--- src/rtl/core/swa_pkg.sv ---
// Shared types and constants for the sensor window aggregator.
// Used by every module in rtl/core; depends on nothing.
package swa_pkg;

    // Fixed field widths.
    localparam int TICK_W   = 6;
    localparam int TEMP_W   = 16;
    localparam int SUM_W    = 21;
    localparam int COUNT_W  = 6;
    localparam int VOLT_W   = 16;
    localparam int MASK_W   = 3;
    localparam int SEQ_W    = 16;
    localparam int RNUM_W   = 3;
    localparam int RCNT_W   = 4;
    localparam int IVAL_W   = 5;
    localparam int CFG_IDX_W  = 2;
    localparam int CFG_DATA_W = 16;
    localparam int IN_DATA_W  = 32;
    localparam int IN_USER_W  = 2;
    localparam int OUT_DATA_W = 136;

    // Default window length.
    localparam int WINDOW_TICKS_DEF = 30;

    // Voltage capture slot bounds.
    localparam logic [TICK_W-1:0] SLOT_FIRST_LO  = 6'd10;
    localparam logic [TICK_W-1:0] SLOT_FIRST_HI  = 6'd15;
    localparam logic [TICK_W-1:0] SLOT_SECOND_LO = 6'd20;
    localparam logic [TICK_W-1:0] SLOT_SECOND_HI = 6'd25;

    // Configuration register indexes.
    localparam logic [CFG_IDX_W-1:0] CFG_VOLT_THRESHOLD = 2'd0;
    localparam logic [CFG_IDX_W-1:0] CFG_RETX_INTERVAL  = 2'd1;
    localparam logic [CFG_IDX_W-1:0] CFG_RETX_LIMIT     = 2'd2;

    // Configuration reset values.
    localparam logic [VOLT_W-1:0] VOLT_THRESHOLD_RST = 16'd3000;
    localparam logic [IVAL_W-1:0] RETX_INTERVAL_RST  = 5'd10;
    localparam logic [RNUM_W-1:0] RETX_LIMIT_RST     = 3'd3;

    // Window reset values for the temperature extremes.
    localparam logic signed [TEMP_W-1:0] TEMP_MIN_RST = 16'sh7FFF;
    localparam logic signed [TEMP_W-1:0] TEMP_MAX_RST = 16'sh8000;

    // Statistics of one window.
    typedef struct packed {
        logic signed [SUM_W-1:0]  sum;
        logic [COUNT_W-1:0]       count;
        logic signed [TEMP_W-1:0] tmin;
        logic signed [TEMP_W-1:0] tmax;
        logic [MASK_W-1:0]        mask;
        logic [VOLT_W-1:0]        volt_first;
        logic [VOLT_W-1:0]        volt_second;
        logic [VOLT_W-1:0]        volt_third;
    } win_rec_t;

    // One input tick after unpacking.
    typedef struct packed {
        logic                     temp_valid;
        logic signed [TEMP_W-1:0] temperature;
        logic                     volt_valid;
        logic [VOLT_W-1:0]        battery_mv;
    } tick_in_t;

    // Status handed from the window accumulator to the scheduler.
    typedef struct packed {
        logic [TICK_W-1:0] tick;
        logic              window_end;
        win_rec_t          rec_next;
    } win_status_t;

    // One result item.
    typedef struct packed {
        logic              last;
        logic [RNUM_W-1:0] retx_num;
        logic [SEQ_W-1:0]  packet_seq;
        win_rec_t          rec;
    } result_t;

endpackage

--- src/rtl/core/swa_window.sv ---
// Window accumulator: tick counter, temperature statistics and voltage snapshots.
// Depends on swa_pkg.
module swa_window
    import swa_pkg::*;
#(
    parameter int WINDOW_TICKS = WINDOW_TICKS_DEF
)
(
    input  logic        clk,
    input  logic        rst_n,
    input  logic        accept,
    input  tick_in_t    tick_in,
    output win_status_t status
);

    localparam logic [TICK_W-1:0] LAST_TICK = TICK_W'(WINDOW_TICKS - 1);
    localparam logic signed [SUM_W:0] SUM_HI = (SUM_W+1)'(2**(SUM_W-1) - 1);
    localparam logic signed [SUM_W:0] SUM_LO = -(SUM_W+1)'(2**(SUM_W-1));

    logic [TICK_W-1:0]   tick_reg;
    win_rec_t            rec_reg;
    win_rec_t            rec_next;
    win_rec_t            rec_clear;
    logic                window_end;
    logic signed [SUM_W:0] sum_wide;

    // Values of an empty window.
    always_comb
    begin
        rec_clear             = '0;
        rec_clear.tmin        = TEMP_MIN_RST;
        rec_clear.tmax        = TEMP_MAX_RST;
    end

    assign window_end = (tick_reg >= LAST_TICK);

    // Statistics including the current tick.
    always_comb
    begin
        rec_next = rec_reg;
        sum_wide = {rec_reg.sum[SUM_W-1], rec_reg.sum}
                 + {{(SUM_W+1-TEMP_W){tick_in.temperature[TEMP_W-1]}}, tick_in.temperature};

        // Voltage snapshots.
        if (tick_in.volt_valid)
        begin
            if (tick_reg >= SLOT_FIRST_LO && tick_reg <= SLOT_FIRST_HI && !rec_reg.mask[0])
            begin
                rec_next.volt_first = tick_in.battery_mv;
                rec_next.mask[0]    = 1'b1;
            end
            else if (tick_reg >= SLOT_SECOND_LO && tick_reg <= SLOT_SECOND_HI
                     && !rec_reg.mask[1])
            begin
                rec_next.volt_second = tick_in.battery_mv;
                rec_next.mask[1]     = 1'b1;
            end
            else if (tick_reg > SLOT_SECOND_HI)
            begin
                rec_next.volt_third = tick_in.battery_mv;
                rec_next.mask[2]    = 1'b1;
            end
        end

        // Temperature sum saturates at the signed field range.
        if (tick_in.temp_valid)
        begin
            if (sum_wide > SUM_HI)
                rec_next.sum = SUM_HI[SUM_W-1:0];
            else if (sum_wide < SUM_LO)
                rec_next.sum = SUM_LO[SUM_W-1:0];
            else
                rec_next.sum = sum_wide[SUM_W-1:0];
            rec_next.count = rec_reg.count + COUNT_W'(1);
            if (tick_in.temperature < rec_reg.tmin)
                rec_next.tmin = tick_in.temperature;
            if (tick_in.temperature > rec_reg.tmax)
                rec_next.tmax = tick_in.temperature;
        end
    end

    // Window registers; cleared after the last tick.
    always_ff @(posedge clk or negedge rst_n)
    begin
        if (!rst_n)
        begin
            tick_reg <= '0;
            rec_reg  <= rec_clear;
        end
        else if (accept)
        begin
            if (window_end)
            begin
                tick_reg <= '0;
                rec_reg  <= rec_clear;
            end
            else
            begin
                tick_reg <= tick_reg + TICK_W'(1);
                rec_reg  <= rec_next;
            end
        end
    end

    assign status.tick       = tick_reg;
    assign status.window_end = window_end;
    assign status.rec_next   = rec_next;

endmodule

--- src/rtl/core/swa_sched.sv ---
// Transmission scheduler: configuration, sent record, retransmission budget
// and packet number; forms up to two results per tick. Depends on swa_pkg.
module swa_sched
    import swa_pkg::*;
(
    input  logic                  clk,
    input  logic                  rst_n,
    input  logic                  cfg_wr_en,
    input  logic [CFG_IDX_W-1:0]  cfg_index,
    input  logic [CFG_DATA_W-1:0] cfg_data,
    input  logic                  accept,
    input  tick_in_t              tick_in,
    input  win_status_t           status,
    output logic [1:0]            push_num,
    output result_t               push_first,
    output result_t               push_second
);

    localparam int IVAL_NUM = 2**IVAL_W;
    localparam int TICK_NUM = 2**TICK_W;

    // Ticks at which a retransmission may happen for a given interval:
    // every tick but the first whose index is one short of a multiple.
    function automatic logic [TICK_NUM-1:0] retx_slots(input logic [IVAL_W-1:0] d);
        logic [TICK_NUM-1:0] m;
        logic [TICK_W-1:0]   c;
        logic [TICK_W-1:0]   top;
        m   = '0;
        c   = '0;
        top = TICK_W'(d) - TICK_W'(1);
        if (d != '0)
        begin
            for (int n = 0; n < TICK_NUM; n++)
            begin
                if (n != 0 && c == top)
                    m[n] = 1'b1;
                if (c == top)
                    c = '0;
                else
                    c = c + TICK_W'(1);
            end
        end
        return m;
    endfunction

    logic [TICK_NUM-1:0] slot_tbl [IVAL_NUM];

    genvar g;
    generate
        for (g = 0; g < IVAL_NUM; g++)
        begin : g_slot
            assign slot_tbl[g] = retx_slots(IVAL_W'(g));
        end
    endgenerate

    logic [VOLT_W-1:0] threshold_reg;
    logic [IVAL_W-1:0] interval_reg;
    logic [RNUM_W-1:0] limit_reg;
    win_rec_t          sent_reg;
    logic [RCNT_W-1:0] retx_cnt_reg;
    logic [SEQ_W-1:0]  seq_reg;

    logic              retx_go;
    logic [SEQ_W-1:0]  seq_next;
    result_t           retx_res;
    result_t           new_res;

    // Configuration writes.
    always_ff @(posedge clk or negedge rst_n)
    begin
        if (!rst_n)
        begin
            threshold_reg <= VOLT_THRESHOLD_RST;
            interval_reg  <= RETX_INTERVAL_RST;
            limit_reg     <= RETX_LIMIT_RST;
        end
        else if (cfg_wr_en)
        begin
            case (cfg_index)
                CFG_VOLT_THRESHOLD: threshold_reg <= cfg_data[VOLT_W-1:0];
                CFG_RETX_INTERVAL:  interval_reg  <= cfg_data[IVAL_W-1:0];
                CFG_RETX_LIMIT:     limit_reg     <= cfg_data[RNUM_W-1:0];
                default:            ;
            endcase
        end
    end

    // Retransmission needs the slot, remaining budget and a good battery.
    assign retx_go = slot_tbl[interval_reg][status.tick]
                   && (retx_cnt_reg < {1'b0, limit_reg})
                   && tick_in.volt_valid
                   && (tick_in.battery_mv > threshold_reg);

    assign seq_next = seq_reg + SEQ_W'(1);

    always_comb
    begin
        retx_res.last       = !status.window_end;
        retx_res.retx_num   = retx_cnt_reg[RNUM_W-1:0];
        retx_res.packet_seq = seq_reg;
        retx_res.rec        = sent_reg;

        new_res.last        = 1'b1;
        new_res.retx_num    = '0;
        new_res.packet_seq  = seq_next;
        new_res.rec         = status.rec_next;
    end

    // Results in order: retransmission of the old record first.
    always_comb
    begin
        push_first  = new_res;
        push_second = new_res;
        push_num    = 2'd0;
        if (accept)
        begin
            if (retx_go)
            begin
                push_first = retx_res;
                push_num   = status.window_end ? 2'd2 : 2'd1;
            end
            else if (status.window_end)
            begin
                push_num   = 2'd1;
            end
        end
    end

    // Sent record, budget counter and packet number.
    always_ff @(posedge clk or negedge rst_n)
    begin
        if (!rst_n)
        begin
            sent_reg     <= '0;
            retx_cnt_reg <= RCNT_W'(RETX_LIMIT_RST) + RCNT_W'(1);
            seq_reg      <= '0;
        end
        else if (accept)
        begin
            if (status.window_end)
            begin
                sent_reg     <= status.rec_next;
                seq_reg      <= seq_next;
                retx_cnt_reg <= RCNT_W'(1);
            end
            else if (retx_go)
            begin
                retx_cnt_reg <= retx_cnt_reg + RCNT_W'(1);
            end
        end
    end

endmodule

--- src/rtl/core/swa_out_fifo.sv ---
// Four-entry result queue taking up to two results per cycle, one out.
// Depends on swa_pkg.
module swa_out_fifo
    import swa_pkg::*;
(
    input  logic       clk,
    input  logic       rst_n,
    input  logic [1:0] push_num,
    input  result_t    push_first,
    input  result_t    push_second,
    output logic       room,
    output logic       out_valid,
    input  logic       out_ready,
    output result_t    out_item
);

    localparam int DEPTH = 4;
    localparam int PTR_W = $clog2(DEPTH);
    localparam int CNT_W = PTR_W + 1;

    result_t            mem [DEPTH];
    logic [PTR_W-1:0]   wr_ptr_reg;
    logic [PTR_W-1:0]   rd_ptr_reg;
    logic [CNT_W-1:0]   count_reg;
    logic               pop;

    assign out_valid = (count_reg != '0);
    assign out_item  = mem[rd_ptr_reg];
    assign pop       = out_valid && out_ready;
    // Room for two more results regardless of the output side.
    assign room      = (count_reg <= CNT_W'(DEPTH - 2));

    // Storage.
    always_ff @(posedge clk)
    begin
        if (push_num != 2'd0)
            mem[wr_ptr_reg] <= push_first;
        if (push_num == 2'd2)
            mem[wr_ptr_reg + PTR_W'(1)] <= push_second;
    end

    // Pointers and fill level.
    always_ff @(posedge clk or negedge rst_n)
    begin
        if (!rst_n)
        begin
            wr_ptr_reg <= '0;
            rd_ptr_reg <= '0;
            count_reg  <= '0;
        end
        else
        begin
            wr_ptr_reg <= wr_ptr_reg + PTR_W'(push_num);
            if (pop)
                rd_ptr_reg <= rd_ptr_reg + PTR_W'(1);
            count_reg  <= count_reg + CNT_W'(push_num) - CNT_W'(pop);
        end
    end

endmodule

--- src/rtl/core/sensor_window_aggregator_top.sv ---
// A result enters the result queue with the transfer of its tick and is offered from its registers.
// Throughput: one tick per cycle while the result side keeps up; a window-end
// tick with a retransmission gives two results, which the four-entry result
// queue absorbs without stalling input.
// Reset: configuration returns to its defaults, the window and queue empty at once.
// Top level; depends on swa_pkg, swa_window, swa_sched and swa_out_fifo.
module sensor_window_aggregator_top
    import swa_pkg::*;
#(
    parameter int WINDOW_TICKS = WINDOW_TICKS_DEF
)
(
    input  logic                  clk,
    input  logic                  rst_n,
    // Configuration write port.
    input  logic                  cfg_wr_en,
    input  logic [CFG_IDX_W-1:0]  cfg_index,
    input  logic [CFG_DATA_W-1:0] cfg_data,
    // Tick stream.
    input  logic                  s_axis_tvalid,
    output logic                  s_axis_tready,
    input  logic [IN_DATA_W-1:0]  s_axis_tdata,  // temperature, battery_mv
    input  logic [IN_USER_W-1:0]  s_axis_tuser,  // temp_valid, volt_valid
    // Result stream.
    output logic                  m_axis_tvalid,
    input  logic                  m_axis_tready,
    // retransmission_number, packet_seq, temp_sum, temp_count, temp_min,
    // temp_max, voltage_mask, volt_first, volt_second, volt_third, zero fill
    output logic [OUT_DATA_W-1:0] m_axis_tdata,
    output logic                  m_axis_tlast
);

    localparam int PAYLOAD_W = RNUM_W + SEQ_W + SUM_W + COUNT_W + 2*TEMP_W + MASK_W + 3*VOLT_W;

    tick_in_t    tick_in;
    win_status_t status;
    logic        accept;
    logic [1:0]  push_num;
    result_t     push_first;
    result_t     push_second;
    result_t     out_item;

    // Unpack the input transfer.
    assign tick_in.temp_valid  = s_axis_tuser[0];
    assign tick_in.volt_valid  = s_axis_tuser[1];
    assign tick_in.temperature = s_axis_tdata[TEMP_W-1:0];
    assign tick_in.battery_mv  = s_axis_tdata[TEMP_W +: VOLT_W];

    assign accept = s_axis_tvalid && s_axis_tready;

    swa_window #(
        .WINDOW_TICKS (WINDOW_TICKS)
    ) u_window (
        .clk     (clk),
        .rst_n   (rst_n),
        .accept  (accept),
        .tick_in (tick_in),
        .status  (status)
    );

    swa_sched u_sched (
        .clk         (clk),
        .rst_n       (rst_n),
        .cfg_wr_en   (cfg_wr_en),
        .cfg_index   (cfg_index),
        .cfg_data    (cfg_data),
        .accept      (accept),
        .tick_in     (tick_in),
        .status      (status),
        .push_num    (push_num),
        .push_first  (push_first),
        .push_second (push_second)
    );

    swa_out_fifo u_fifo (
        .clk         (clk),
        .rst_n       (rst_n),
        .push_num    (push_num),
        .push_first  (push_first),
        .push_second (push_second),
        .room        (s_axis_tready),
        .out_valid   (m_axis_tvalid),
        .out_ready   (m_axis_tready),
        .out_item    (out_item)
    );

    // Pack the result, first field in the lowest bits.
    assign m_axis_tlast = out_item.last;
    assign m_axis_tdata = {
        (OUT_DATA_W - PAYLOAD_W)'(0),
        out_item.rec.volt_third,
        out_item.rec.volt_second,
        out_item.rec.volt_first,
        out_item.rec.mask,
        out_item.rec.tmax,
        out_item.rec.tmin,
        out_item.rec.count,
        out_item.rec.sum,
        out_item.packet_seq,
        out_item.retx_num
    };

endmodule

--- config.mk ---
export PLATFORM = sky130hd
export DESIGN_NAME = sensor_window_aggregator_top
export DESIGN_NICKNAME = d
export VERILOG_FILES = /design/src/rtl/core/swa_pkg.sv /design/src/rtl/core/swa_window.sv /design/src/rtl/core/swa_sched.sv /design/src/rtl/core/swa_out_fifo.sv /design/src/rtl/core/sensor_window_aggregator_top.sv
export SDC_FILE = /design/constraint.sdc
export NUM_CORES = 2
export LEC_CHECK = 0
export ABC_AREA = 1
export BUFFER_PORTS_ARGS = -buffer_cell sky130_fd_sc_hd__buf_2
export CAP_MARGIN = 20
export CORE_ASPECT_RATIO = 1.75
export CORE_UTILIZATION = 40
export CTS_BUF_LIST = sky130_fd_sc_hd__clkbuf_4
export DETAILED_ROUTE_END_ITERATION = 8
export SETUP_SLACK_MARGIN = 0.02
export SYNTH_ARGS = -nofsm -noshare
export SYNTH_HDL_FRONTEND = slang
export SYNTH_SLANG_ARGS = --single-unit
--- constraint.sdc ---
create_clock -name clk -period 17.5 [get_ports clk]
set_clock_uncertainty 0.1 [all_clocks]
set_input_delay 0 -clock clk [delete_from_list [all_inputs] [get_ports clk]]
set_output_delay 0 -clock clk [all_outputs]
set_load 0.01 [all_outputs]
# Word level (Yosys, flattened, before mapping)
# Memories as Yosys holds them, arrays and structs flattened.
# Cells that the tools add are included.
op_classes:
  bitwise_logic: 1
  add_sub_neg: 10
  order_cmp: 15
  n_reduce_logical: 21
  eq_ne: 3
  n_mux: 33
op_table:
  columns: ["op", "count"]
  rows:
  - ["130-bit 2-to-1 mux", 2]
  - ["64-bit 2-to-1 mux", 2]
  - ["110-bit 2-to-1 mux", 1]
  - ["16-bit 2-to-1 mux", 5]
  - ["59-bit 2-to-1 mux", 1]
  - ["51-bit 2-to-1 mux", 1]
  - ["21-bit 2-to-1 mux", 2]
  - ["16-bit greater-than comparator", 2]
  - ["32-bit 2-to-1 mux", 1]
  - ["21-bit by 16-bit adder with 22-bit output", 1]
  - ["22-bit by 21-bit greater-than comparator with 1-bit output, second input constant", 1]
  - ["22-bit by 21-bit less-than comparator with 1-bit output, second input constant", 1]
  - ["17-bit 2-to-1 mux", 1]
  - ["16-bit by 1-bit adder with 16-bit output, second input constant", 1]
  - ["16-bit less-than comparator", 1]
  - ["6-bit by 1-bit adder with 6-bit output, second input constant", 2]
  - ["6-bit by 5-bit greater-or-equal comparator with 1-bit output, second input constant", 2]
  - ["2-bit AND reduction", 5]
  - ["1-bit logical AND", 9]
  - ["1-bit 2-to-1 mux", 9]
  - ["2-bit 2-to-1 mux", 4]
  - ["4-bit 2-to-1 mux", 2]
  - ["6-bit by 7-bit less-than comparator with 1-bit output, second input constant", 1]
  - ["1-bit binary-select mux with 6-bit select", 1]
  - ["other kinds (20)", 25]
totals:
  romBits: 2048
  regBits: 277
  memories: 2
  mem_bits_rw: 520
mem_list:
  columns: ["memory", "words", "width", "read_ports", "rd_clocked_by_memory_dff", "write_ports", "line", "rtl"]
  rows:
  - ["(name not given)", 32, 64, 1, 0, 0, "swa_sched.sv:89", "assign retx_go = slot_tbl[interval_reg][status.tick]"]
  - ["u_fifo.mem", 4, 130, 1, 0, 2, "swa_out_fifo.sv:21", "result_t mem [DEPTH];"]

# Depth between registers and ports, before layout
logic_depth:
  ltp_word: 14
  ltp_mapped: 32

# Modules after synthesis
# From an unflattened synthesis, not the netlist that was laid out.
unflattened:
  cells_unflattened: 6153
  area_unflattened_um2: 46796.1
modules_own_cells:
  columns: ["mod", "area_each_um2", "n_inst", "cells_each", "seq_area_each_um2"]
  rows:
  - ["swa_out_fifo", 27894.3, 1, 3432, 15790.1]
  - ["swa_sched", 10254.8, 1, 1467, 3868.7]
  - ["swa_window", 8583.2, 1, 1244, 2922.8]
  - ["sensor_window_aggregator_top", 63.8, 1, 10, 0.0]

# Least setup slack after synthesis
# OpenSTA, ideal clock, no wires.
synth_path:
  path_kind: "register to register"
  start: "register u_sched.interval_reg[1]"
  end: "memory u_fifo.mem[0][126] in the netlist's numbering"
  required_time_ns: 17.285
  path_buffers: 3
  stages_incl_launch_ff: 28
  t_arrival_ns: 6.565
  setup_ns: 0.115
  setup_slack_ns: 10.720
  path_cell_list: "dfstp_2 -> inv_1 -> ha_1 -> nand3_1 -> nand2_1 -> nand2_1 -> a21oi_1 -> nand2_1 -> a21oi_1 -> nand4_1 -> nand3_1 -> buf_4 -> buf_6 -> buf_4 -> nand2_1 -> inv_1 -> ha_1 -> inv_1 -> nor2_1 -> inv_1 -> nor2_1 -> inv_1 -> nor2_2 -> inv_1 -> nand2_1 -> inv_1 -> nand2_1 -> nand2_1"
synth_lines:
  columns: ["element", "line", "rtl"]
  rows:
  - ["start: declaration", "swa_sched.sv:57", "logic [IVAL_W-1:0] interval_reg;"]
  - ["start signal: assignment", "swa_sched.sv:81", "CFG_RETX_INTERVAL: interval_reg <= cfg_data[IVAL_W-1:0];"]
  - ["end: declaration", "swa_out_fifo.sv:21", null]

==> results.cfg <==
[status]
outcome = finished, final reports clean

[global_routing]
antenna_found_initial = 8
grt_pass1_wl_um = 239000
grtUsageTotal = 0.281
grt_pass1_vias = 40598
grt_max_degree = 147
grt_overflow_total = 0

[logic_synthesis]
yosysMostFrequentCell = nand2_1
syn_area_um2 = 44800
synth_top_area_frac = 0.338
ys_seq_area_frac = 0.501
ys_ff_latch = 797
netlist_instances = 5566
synth_top_cell_by_area = edfxtp_1
synth_ff_type = edfxtp_1
yosys.cell_types.count = 47
avgSynthCellArea_um2 = 8.04
yosys-top-cells-area = edfxtp_1 (34%), nand2_1 (15%), dfrtp_1 (14%)
ys_async_sr_fraction = 0.348
ys.warnings.count = 0
synth_edf_count = 504
synth_commonest_cells = nand2_1 (1,731), nand3_1 (612), inv_1 (516)

[pwr]
power.total_uw = 7520
powerDensity_nw_per_um2 = 148
ir_drop_mv = 0.110
leakage_uw = 0.0233

[route]
drt_iter0_markers = 3249
routed_wl_um = 160000
routedWlPerCell_um = 21.4
vias_per_cell = 5.51
drc = 0
vias = 41146
ant_nets = 0
drtPass1Iterations = 6

[worst_setup_path]
cp-start-kind = flip-flop
endpoint_kind = flip-flop
required_ps = 18440
worstPathArrival_ps = 7120
reg2reg_depth = 24
worstPathMaxFanout = 75
critPathKind = reg -> reg

[sta]
fin_crit_sh = 0.353
min_period_ps = 6190
fmax_mhz = 162
finalHoldViolCount = 0
rsz0062_at_grt = false
finalSetupTns_ps = 0
setup_violations = 0
max_slew_margin = 0.196
tightest_slew_ps = 1210
drv_slew = 0

[min_path]
hp-class = in -> reg
hold_depth = 4

[place]
gp_congestion = 0.902
detailed_place_hpwl_um = 93400
portBuffers = 188

[clock_tree]
htreeDepth = 4
clock_latency_ps = 1170
root_buffer = clkbuf_4
cts_inserted_buffers = 189
path_clk_slew_ps = 70
clk_path_buf_depth = 3
cts_resized = 0
postCtsSetupBuffers = 0
tritoncts = done
cts_sinks = 797

[die]
row_count = 162
die_w_um = 255
core_um2 = 111000
die-area_um2 = 113000
die_h_um = 444
io_pins = 196
start_util = 0.403

[layout]
synthToLayoutAreaGrowth_pct = 13.9
drive_gt1_frac = 0.112
largest_register_ff_count = 520
nets = 5980

[job]
cap_violations = 0
[placed cells by master (no fill, tap or decap), types with 187 or more instances in the layout]
cell,n
edfxtp_1,504
dfrtp_1,247
clkbuf_4,298
nand2_1,1726
o22ai_1,231
o21ai_0,494
nand3_1,610
buf_2,187
inv_1,511
nor2_1,355
[critical path, cell delays in order (launching register included)]
cell and delay [ps]:
dfrtp_1 530, inv_1 160, ha_1 400, nand3_1 280, nand3_1 280, nand2_1 80
nand3_1 160, nand3_1 100, nand3_1 90, nand3_1 110, nand2_1 70, nand2_1 80
nor2_4 100, nand2_1 90, ha_1 310, inv_1 40, nor2_1 170, nor2_1 120
nor2_4 670, inv_1 260, nand2_8 650, buf_4 860, inv_1 180, nand2_1 110
nand2_1 50
[worst paths after layout]
kind	from	end	slack, ps
worst max-delay path	u_sched.interval_reg[0]	u_fifo.mem[3][127]	11310
worst min-delay path	s_axis_tdata[16]	u_window.rec_reg[0]	120
worst max register to register	u_sched.interval_reg[0]	u_fifo.mem[3][127]	11310
worst min register to register	u_fifo.mem[1][127]	u_fifo.mem[1][127]	360
max in group asynchronous	rst_n	u_window.rec_reg[87]	15020
min in group asynchronous	rst_n	u_sched.retx_res[57]	570
[cell type report]
cell class                 instances  area (um2)
tap                             1476        1850
inverter                         525        2010
clock inverter                    52         299
sequential                       797       22400
fill                           11136       60100
clock buffer                     298        2240
antenna                            7        17.5
multi-input combinational       3895       18900
timing repair buffer             423        3210
[routing by layer]
layer,global-route usage,share of wire,vias up
met5,0,0.00013,-
met4,0.163,0.060,4
met3,0.0461,0.065,439
met2,0.494,0.51,1637
met1,0.318,0.37,19755
li1,-,-,19311
[per-stage QoR]
step,hold slack [ps],utilization,instance area (um2),setup slack (ps),std cells
6_report,122,0.459,51000,11310,7473
3_3_place_gp,44.2,0.420,46600,11280,6944
5_1_grt,30.5,0.459,51000,10860,7472
3_5_place_dp,48.9,0.420,46700,11300,6946
2_1_floorplan,-396,-,44800,10720,5572
4_1_cts,7.69,0.458,50900,11280,7465
[report_power, final]
part / internal (uW) / switching, uW / total, uW
sequential: 2310 / 188 / 2490
combinational: 981 / 2430 / 3410
clock: 817 / 798 / 1610
[logic make-up after synthesis]
group | count (synthesis) | share of synthesized area
buf+inv | 880 | 0.0790
simple gates | 2902 | 0.282
other cells | 1 | 0.0000838
fa+ha+maj | 92 | 0.0261
flops | 797 | 0.501
xor+xnor | 39 | 0.00763
compound gates | 855 | 0.105
[what timing repair did]
item	in CTS	in global routing
endpoints found under the hold margin	889	0
setup endpoints to repair	0	0
hold buffers	169	0
No activity file was read; power rests on OpenSTA's default activity.
